[src/dsv_pkg.sv]
`default_nettype none

package dsv_pkg;

    localparam logic [7:0] CHAR_SLASH = 8'h2F;
    localparam logic [7:0] CHAR_ZERO  = 8'h30;
    localparam logic [7:0] CHAR_NINE  = 8'h39;

    localparam logic [2:0] PH_DAY   = 3'd0;
    localparam logic [2:0] PH_MONTH = 3'd1;
    localparam logic [2:0] PH_YEAR  = 3'd2;
    localparam logic [2:0] PH_TAIL  = 3'd3;
    localparam logic [2:0] PH_FAIL  = 3'd4;

    localparam logic [5:0]  DAY_CAP   = 6'd63;
    localparam logic [3:0]  MONTH_CAP = 4'd15;
    localparam logic [13:0] YEAR_CAP  = 14'd16383;
    localparam logic [2:0]  COUNT_CAP = 3'd7;

    localparam logic [5:0] DAY_MAX   = 6'd31;
    localparam logic [3:0] MONTH_MAX = 4'd12;
    localparam logic [5:0] LIM_SHORT = 6'd30;
    localparam logic [5:0] LIM_LEAP  = 6'd29;
    localparam logic [5:0] LIM_FEB   = 6'd28;

    localparam logic [3:0] MONTH_FEB = 4'd2;
    localparam logic [3:0] MONTH_APR = 4'd4;
    localparam logic [3:0] MONTH_JUN = 4'd6;
    localparam logic [3:0] MONTH_SEP = 4'd9;
    localparam logic [3:0] MONTH_NOV = 4'd11;

    localparam logic [2:0] YEAR_DIGITS_SHORT = 3'd2;
    localparam logic [2:0] YEAR_DIGITS_LONG  = 3'd4;

    // parser state; year_bcd holds the last four year digits
    typedef struct packed {
        logic [2:0]  phase;
        logic [5:0]  day_acc;
        logic [3:0]  month_acc;
        logic [13:0] year_acc;
        logic [2:0]  digit_count;
        logic [15:0] year_bcd;
    } parse_t;

    typedef struct packed {
        logic        valid_res;
        logic [5:0]  day_value;
        logic [3:0]  month_value;
        logic [13:0] year_value;
    } result_t;

endpackage

`default_nettype wire

[src/dsv_parser.sv]
`default_nettype none

module dsv_parser (
    input  wire logic           aclk,
    input  wire logic           aresetn,
    input  wire logic           step,
    input  wire logic [7:0]     char_code,
    input  wire logic           last,
    output dsv_pkg::parse_t     fin_state
);
    import dsv_pkg::*;

    parse_t state_reg;
    parse_t state_next;

    logic        dig;
    logic [3:0]  d;
    logic [9:0]  day_push;
    logic [7:0]  month_push;
    logic [17:0] year_push;
    logic [2:0]  count_inc;

    always_comb begin
        dig        = (char_code >= CHAR_ZERO) && (char_code <= CHAR_NINE);
        d          = dig ? 4'(char_code - CHAR_ZERO) : 4'd0;
        day_push   = ({4'd0, state_reg.day_acc} << 3) + ({4'd0, state_reg.day_acc} << 1)
                     + {6'd0, d};
        month_push = ({4'd0, state_reg.month_acc} << 3) + ({4'd0, state_reg.month_acc} << 1)
                     + {4'd0, d};
        year_push  = ({4'd0, state_reg.year_acc} << 3) + ({4'd0, state_reg.year_acc} << 1)
                     + {14'd0, d};
        count_inc  = (state_reg.digit_count < COUNT_CAP) ? state_reg.digit_count + 3'd1
                                                         : state_reg.digit_count;
        state_next = state_reg;
        case (state_reg.phase)
            PH_DAY, PH_MONTH: begin
                if (dig) begin
                    if (state_reg.phase == PH_DAY) begin
                        state_next.day_acc = (day_push > {4'd0, DAY_CAP}) ? DAY_CAP
                                                                           : day_push[5:0];
                    end else begin
                        state_next.month_acc = (month_push > {4'd0, MONTH_CAP}) ? MONTH_CAP
                                                                                 : month_push[3:0];
                    end
                    state_next.digit_count = count_inc;
                end else if (char_code == CHAR_SLASH && state_reg.digit_count != 3'd0) begin
                    state_next.phase       = state_reg.phase + 3'd1;
                    state_next.digit_count = 3'd0;
                end else begin
                    state_next.phase = PH_FAIL;
                end
            end
            PH_YEAR: begin
                if (dig) begin
                    state_next.year_acc    = (year_push > {4'd0, YEAR_CAP}) ? YEAR_CAP
                                                                             : year_push[13:0];
                    state_next.year_bcd    = {state_reg.year_bcd[11:0], d};
                    state_next.digit_count = count_inc;
                end else begin
                    state_next.phase = PH_TAIL;
                end
            end
            PH_TAIL: begin
                state_next = state_reg;
            end
            default: begin
                state_next.phase = PH_FAIL;
            end
        endcase
    end

    assign fin_state = state_next;

    always_ff @(posedge aclk) begin
        if (!aresetn) begin
            state_reg <= '0;
        end else if (step) begin
            if (last) begin
                state_reg <= '0;
            end else begin
                state_reg <= state_next;
            end
        end
    end

endmodule

`default_nettype wire

[src/dsv_check.sv]
`default_nettype none

module dsv_check (
    input  wire dsv_pkg::parse_t  fin_state,
    output dsv_pkg::result_t      result
);
    import dsv_pkg::*;

    logic [3:0] y0, y1, y2, y3;
    logic       lo_zero;
    logic       lo_div4;
    logic       hi_div4;
    logic       leap;
    logic [5:0] lim;
    logic       ok;

    always_comb begin
        y0      = fin_state.year_bcd[3:0];
        y1      = fin_state.year_bcd[7:4];
        y2      = fin_state.year_bcd[11:8];
        y3      = fin_state.year_bcd[15:12];
        // year mod 4 follows from the last two digits, mod 400 adds the upper two
        lo_zero = (y0 == 4'd0) && (y1 == 4'd0);
        lo_div4 = (2'({y1[0], 1'b0}) + y0[1:0]) == 2'd0;
        hi_div4 = (2'({y3[0], 1'b0}) + y2[1:0]) == 2'd0;
        leap    = (lo_div4 && !lo_zero) || (lo_zero && hi_div4);

        case (fin_state.month_acc)
            MONTH_APR, MONTH_JUN, MONTH_SEP, MONTH_NOV: lim = LIM_SHORT;
            MONTH_FEB: lim = leap ? LIM_LEAP : LIM_FEB;
            default:   lim = DAY_MAX;
        endcase

        ok = (fin_state.phase == PH_YEAR || fin_state.phase == PH_TAIL)
             && (fin_state.digit_count == YEAR_DIGITS_SHORT
                 || fin_state.digit_count == YEAR_DIGITS_LONG)
             && (fin_state.day_acc != 6'd0) && (fin_state.day_acc <= DAY_MAX)
             && (fin_state.month_acc != 4'd0) && (fin_state.month_acc <= MONTH_MAX)
             && (fin_state.day_acc <= lim);

        result.valid_res   = ok;
        result.day_value   = ok ? fin_state.day_acc   : 6'd0;
        result.month_value = ok ? fin_state.month_acc : 4'd0;
        result.year_value  = ok ? fin_state.year_acc  : 14'd0;
    end

endmodule

`default_nettype wire

[src/date_string_validator.sv]
// Date text validator. Takes a day/month/year text one ASCII byte per word
// on the s_ channel, s_last marking the final byte, and gives one result word
// on the m_ channel for each text: m_valid_res and the parsed day, month and
// year (all zero when the text is not a valid date). A byte is registered on
// input, parsed and checked combinationally into the result register, so a
// byte is taken every cycle and a text's result is held there after its last
// byte; the rate drops only while a result waits in the output register and
// another last byte is ready behind it. Day and month need one or more digits
// and a slash, the year exactly two or four digits; anything after the year
// is ignored. Leap years follow the 4/100/400 rule on the year as written.
`default_nettype none

module date_string_validator (
    input  wire logic        aclk,
    input  wire logic        aresetn,
    input  wire logic        s_valid,
    output logic             s_ready,
    input  wire logic [7:0]  s_char_code,
    input  wire logic        s_last,
    output logic             m_valid,
    input  wire logic        m_ready,
    output logic             m_valid_res,
    output logic [5:0]       m_day_value,
    output logic [3:0]       m_month_value,
    output logic [13:0]      m_year_value
);
    import dsv_pkg::*;

    logic       in_valid_reg;
    logic [7:0] in_char_reg;
    logic       in_last_reg;
    logic       out_valid_reg;
    result_t    out_reg;
    logic       advance;
    parse_t     fin_state;
    result_t    result;

    assign advance = in_valid_reg && (!in_last_reg || !out_valid_reg || m_ready);
    assign s_ready = !in_valid_reg || advance;

    always_ff @(posedge aclk) begin
        if (!aresetn) begin
            in_valid_reg <= 1'b0;
        end else if (s_ready) begin
            in_valid_reg <= s_valid;
        end
    end

    always_ff @(posedge aclk) begin
        if (s_ready && s_valid) begin
            in_char_reg <= s_char_code;
            in_last_reg <= s_last;
        end
    end

    dsv_parser u_parser (
        .aclk      (aclk),
        .aresetn   (aresetn),
        .step      (advance),
        .char_code (in_char_reg),
        .last      (in_last_reg),
        .fin_state (fin_state)
    );

    dsv_check u_check (
        .fin_state (fin_state),
        .result    (result)
    );

    always_ff @(posedge aclk) begin
        if (!aresetn) begin
            out_valid_reg <= 1'b0;
        end else if (advance && in_last_reg) begin
            out_valid_reg <= 1'b1;
        end else if (m_ready) begin
            out_valid_reg <= 1'b0;
        end
    end

    always_ff @(posedge aclk) begin
        if (advance && in_last_reg) begin
            out_reg <= result;
        end
    end

    assign m_valid       = out_valid_reg;
    assign m_valid_res   = out_reg.valid_res;
    assign m_day_value   = out_reg.day_value;
    assign m_month_value = out_reg.month_value;
    assign m_year_value  = out_reg.year_value;

endmodule

`default_nettype wire

[config.mk]
export PLATFORM = sky130hd
export DESIGN_NAME = date_string_validator
export DESIGN_NICKNAME = d
export VERILOG_FILES = /design/src/dsv_pkg.sv /design/src/dsv_parser.sv /design/src/dsv_check.sv /design/src/date_string_validator.sv
export SDC_FILE = /design/constraint.sdc
export NUM_CORES = 1
export LEC_CHECK = 0
export ABC_CLOCK_PERIOD_IN_PS = 6700
export BUFFER_PORTS_ARGS = -buffer_cell sky130_fd_sc_hd__clkbuf_2
export CAP_MARGIN = 30
export CORE_MARGIN = 1
export CORE_UTILIZATION = 61
export CTS_CLUSTER_DIAMETER = 50
export DETAILED_ROUTE_END_ITERATION = 6
export PLACE_DENSITY = 0.85
export SLEW_MARGIN = 15
export SYNTH_ARGS = -nofsm -noshare
export SYNTH_HDL_FRONTEND = slang
export SYNTH_SLANG_ARGS = --single-unit
[constraint.sdc]
create_clock -name aclk -period 6.7 [get_ports aclk]
set_input_delay 0.335 -clock aclk [delete_from_list [all_inputs] [get_ports aclk]]
set_output_delay 0.335 -clock aclk [all_outputs]
set_load 0.01 [all_outputs]
---- Yosys cells after proc, flatten, opt, wreduce, memory -nomap -nowiden ----
Index checks and enable logic that the tools add are counted.
cells by class
  add/sub/neg operators ................... 11
  multipliers ............................. 0
  div/mod/pow operators ................... 0
  order comparisons ....................... 9
  equal/unequal tests ..................... 13
  shift operators ......................... 0
  mux-type cells .......................... 24
  bitwise gates (word level) .............. 0
  reduce and logical (&&, ||, !) cells .... 38
operators by type and width
  kind                  number
  $mux 46               1
  $mux 33               1
  $mux 14               2
  $mux 10               2
  $add 17x15->18        1
  $add 18x4->18         1
  $gt 18x14->1 const B  1
  $mux 3                6
  $mux 16               1
  $eq 3x2->1 const B    5
  $logic_and 1x1->1     14
  $mux 4                3
  $mux 6                2
  $pmux 6 s2            1
  $add 10x4->10         1
  $add 9x7->10          1
  $gt 10x6->1 const B   1
  $pmux 3 s3            1
  $add 7x5->8           1
  $add 8x4->8           1
  $eq 4x3->1 const B    2
  $eq 4x4->1 const B    2
  $eq 8x6->1 const B    1
  $ge 8x6->1 const B    1
  26 further kinds      42
storage, ports and cells
  register bits after elaboration ......... 79
  bits in latches ......................... 0
  RAM bits ................................ 0
  bits in read-only memories .............. 0
  input bits .............................. 13
  output and inout port bits .............. 27
  logic and storage cells ................. 110
  memories ................................ 0

---- Logic depth before layout (Yosys ltp) ----
  depth in word-level cells ............... 17
  gate-level depth with buffers ........... 26
  gate-level depth less buffers ........... 22

---- Hierarchy ----
Synthesis repeated with hierarchy kept, for this count alone.
unflattened totals
  cell total of the unflattened synthesis .. 613
  area total of the unflattened synthesis .. 5768.0 um^2
by module, submodules not included
  module                 times used  cells an instance  area each (um^2)
  dsv_parser             1           510                3987.6
  date_string_validator  1           46                 1138.6
  dsv_check              1           57                 641.9

---- Worst setup path after synthesis ----
No wires, ideal clock.
  path kind ............................... register -> register
  start point ............................. reg in_char_reg[7]
  end point ............................... reg out_reg (netlist bit m_year_value[10]) (data pin)
  arrival ................................. 4.997 ns
  data required time ...................... 6.550 ns
  slack ................................... 1.553 ns
  cell stages (with the launch flop) ...... 24
  path buffers ............................ 3
  cells stage by stage .................... edfxtp_1 or3b_4 nor3_4 buf_2 nand2_1 xnor2_1 ha_1 inv_1 fa_1 nand3b_1 o21ai_0 o211ai_4 or3_1 o21ai_0 inv_1 ha_1 a21oi_1 a211oi_1 o311ai_2 o2111ai_1 or4_1 buf_2 buf_6 nor3_2
RTL lines
  what                    line                         text
  start, declared         date_string_validator.sv:30  logic [7:0] in_char_reg;
  start signal, assigned  date_string_validator.sv:51  in_char_reg <= s_char_code;
  end signal, assigned    date_string_validator.sv:82  out_reg <= result;
  end, declared           date_string_validator.sv:33  result_t out_reg;

---- Final worst setup path ----
  start point ............................. reg in_char_reg[7]
  end point ............................... reg out_reg (netlist bit m_year_value[5]) (data pin)
between the ends
  longest elaborated chain between the ends .. 15
  elaborated cells between the ends (all ways) .. 65
RTL lines
  what
  branches (longest 15 deep; another with $ge 8x6->1)
Several ways; the timed one is not identified. The select of a mux whose other input is x is not followed.
A chain may end at the register's enable or synchronous reset.

==> summary.md <==
| Metric | Value |
|---|---|
| XOR/XNOR Fraction of Synth Area | `2.93%` |
| Post-DR wirelength/cell | `18.7 microns` |
| Final Critical Period | `6.08 ns` |
| Die height | `95.9 microns` |
| CP Class | `reg2reg` |
| Via count of the first global-routing pass | `4595` |
| Synth warn | `0` |
| Full die area | `0.00919 sq mm` |
| Drt first pass iters | `6` |
| Antenna viol nets, final | `0` |
| Synth Instances | `568` |
| DR vias/cell | `6.76` |
| PostCTS Resize Cnt | `0` |
| Synth cell types | `76` |
| Sequential area share after synthesis | `35.0%` |
| Detailed Place HPWL | `just under 10 mm` |
| Maximum VDD drop | `between 0.0001 and 0.00015 V` |
| Hold WC Path Type | `in2reg` |
| I/O pin count | `40` |
| Mux cell area share after synthesis | `0.605%` |
| Inserted Diodes | `0` |
| Synth Area in Compound Gates | `21.6%` |
| PnR Total Power | `about 980 uW` |
| Placer Congestion | `0.970` |
| Starting DRC count in detailed routing | `about 400` |
| Fillers | `approximately 650` |
| Clock insertion delay at the later pin of the skew report | `0.36 ns` |
| Worst Skew | `between 0.01 and 0.015 ns` |
| Worst-path maximum fanout | `20` |
| Final setup TNS | `0 ns` |
| CTS buffer count | `9` |
| Post-CTS Setup Inserts | `0` |
| GRT Overall Usage | `30.8%` |
| Final Hold Fails | `0` |
| Slew margin rel. | `40.9%` |
| Critical path data required time | `6.89 ns` |
| Average size of a mapped cell | `9.46 sq um` |
| CTS Root Cell | `clkbuf_8` |
| Post-synth EDFFs | `34` |
| Core Box Area | `0.00838 sq mm` |
| Design area | `a little under 0.006 sq mm` |
| Post-layout util | `70.2%` |
| Crit start category | `flip-flop` |
| Max-Cap Viols | `0` |
| Largest family of logic cells by synthesized area | `compound AO/OA/AOI/OAI gates` |
| Post-Synth Adder-Cell Area | `between 10% and 20%` |
| Placement Cell Area | `0.00564 sq mm` |
| CTS tree | `done` |
| Endpoint class of the critical path | `flip-flop` |
| Initial antenna violation count | `0` |
| Post-Route WL | `13.4 mm` |
| #FFs+latches synth | `77` |
| First-pass GRT wire length | `21.7 mm` |
| Outcome | `finished clean` |
| Worst Path Arrival | `~6.3 ns` |
| Nets | `676` |
| Synth async-reset ratio | `0%` |
| Layout cell share with drive strength beyond 1 | `15.1%` |
| H-tree levels | `3` |
| Hold Worst Slack | `roughly 0.15 ns` |
| Port bufs | `39` |
| Final setup vio count | `0` |
| Tightest Pin Transition | `0.887 ns` |
| Initial Util | `~64%` |
| Area growth syn-to-layout | `9.55%` |
| CTS max path bufs | `2` |
| PwrDens | `roughly 170 mW/mm^2` |
| Pin count of the biggest net entering global routing | `32` |
| Vias | `4818` |
| Synthesized cell area | `roughly 0.0054 sq mm` |
| Row count | `33` |
| TritonCTS Sinks | `77` |
| FMAX | `165 MHz` |
| Max-slew violation count | `0` |
| Simple-gate share of the synthesized area | `21.4%` |
| Global route overflow | `0` |
| Final Cycle Share | `between 90 and 100%` |
| Pleak | `0.00240 uW` |
| Synthesized net count | `641` |
| Residual DRC | `0` |
| Die Wd | `~96 microns` |
| RSZ-0062 raised after global routing | `false` |
| Top_reg_cell synth | `dfxtp_1` |
| Max reg flops | `41` |
| Clk slew on worst S/H paths | `0.08 ns` |
| CTS Hold Buffers Added | `0` |
[synthesized netlist by cell type, types with 9 or more instances]
| cell | n | area share (%) |
|---|---|---|
| ha_1 | 57 | 13 |
| dfxtp_1 | 43 | 16 |
| nor2_1 | 41 | 2.9 |
| edfxtp_1 | 34 | 19 |
| o21ai_0 | 32 | 3.0 |
| inv_1 | 29 | 2.0 |
| nand2_1 | 28 | 2.0 |
| nor2b_1 | 25 | 2.9 |
| a21oi_1 | 20 | 1.9 |
| and2_1 | 17 | 2.0 |
| a22oi_1 | 15 | 2.1 |
| nor3_1 | 14 | 1.3 |
| clkbuf_1 | 12 | 0.84 |
| xnor2_1 | 11 | 1.8 |
| nor3_2 | 10 | 1.9 |
| nand3_1 | 9 | 0.84 |
| o22ai_1 | 9 | 1.0 |
[placed cells by master, fill, tap and decap left out, types with 10 or more instances in the layout]
master / count
a21oi_1: 20
a22oi_1: 15
and2_1: 17
clkbuf_2: 39
dfxtp_1: 43
edfxtp_1: 34
ha_1: 57
inv_1: 29
nand2_1: 28
nor2_1: 41
nor2b_1: 25
nor3_1: 14
nor3_2: 10
o21ai_0: 32
xnor2_1: 11
[layout make-up]
type / count / area, sq um / share of cell area [%]
multi-input cells: 440 / 3280 / 55.8
flip-flops and latches: 77 / 1880 / 32.0
inverters: 29 / 109 / 1.85
repair buffers: 46 / 243 / 4.12
well taps: 105 / 131 / 2.23
clock inverters: 7 / 114 / 1.93
clock buffers: 9 / 124 / 2.10
[cells by family (layout without fill, tap and decap cells)]
| kind of cell | count (synthesis) | after routing |
|---|---|---|
| xor gates and xnor gates | 18 | 18 |
| and+or+nand+nor | 197 | 197 |
| adders and majority gates | 60 | 60 |
| DFF | 77 | 77 |
| buffers and inverters | 51 | 91 |
| muxes | 3 | 3 |
| other | 1 | 1 |
| AOI/OAI and AO/OA | 161 | 161 |
[where the power goes]
| part | total [uW] | switching (uW) | internal [uW] |
|---|---|---|---|
| clock network | 422 | 176 | 246 |
| registers | 506 | 9.21 | 496 |
| logic | 53.7 | 35.1 | 18.6 |
[final timing paths]
path | startpoint | end | slack [ns] | cells after the start
max reg2reg | in_char_reg[7]$_DFFE_PP_ | m_year_value[5]$_SDFFCE_PN0P_ | 0.62 | 21
min | s_char_code[0] | in_char_reg[0]$_DFFE_PP_ | 0.15 | 1
max | in_char_reg[7]$_DFFE_PP_ | m_year_value[5]$_SDFFCE_PN0P_ | 0.62 | 21
min reg2reg | u_parser.state_reg[6]$_SDFFE_PN0P_ | u_parser.state_reg[6]$_SDFFE_PN0P_ | 0.55 | 2
[through the flow]
stage | setup WS, ns | cells
floorplan | 1.55 | 568
global placement | 1.03 | 694
detailed placement | 0.809 | 696
CTS | 0.663 | 712
global route | 0.211 | 713
finish | 0.623 | 713
[worst max-delay path: stages, from the launching register on]
cell	delay (ns)
edfxtp_1	0.40
or3b_4	0.46
nor3_4	0.49
nand2_1	0.23
xnor2_1	0.18
ha_1	0.32
inv_1	0.07
fa_1	0.44
a211oi_1	0.17
mux2_2	0.21
nand2_1	0.11
o31ai_1	0.53
nand3_1	0.19
a41oi_1	0.21
a21oi_1	0.10
ha_1	0.28
a211oi_1	0.08
o311ai_2	0.12
o2111ai_1	0.14
or4_1	0.65
buf_4	0.30
nor3_1	0.22
[metal layers]
| layer | routed length (microns) | GRT usage, % | part of all wire [%] |
|---|---|---|---|
| met3 | 1090 | 5.45 | 8.2 |
| met2 | 6330 | 51.0 | 47 |
| met4 | 475 | 16.9 | 3.6 |
| met5 | 0 | 0 | 0 |
| met1 | 5460 | 38.1 | 41 |
Note: power is estimated with default switching activity, not from simulation.
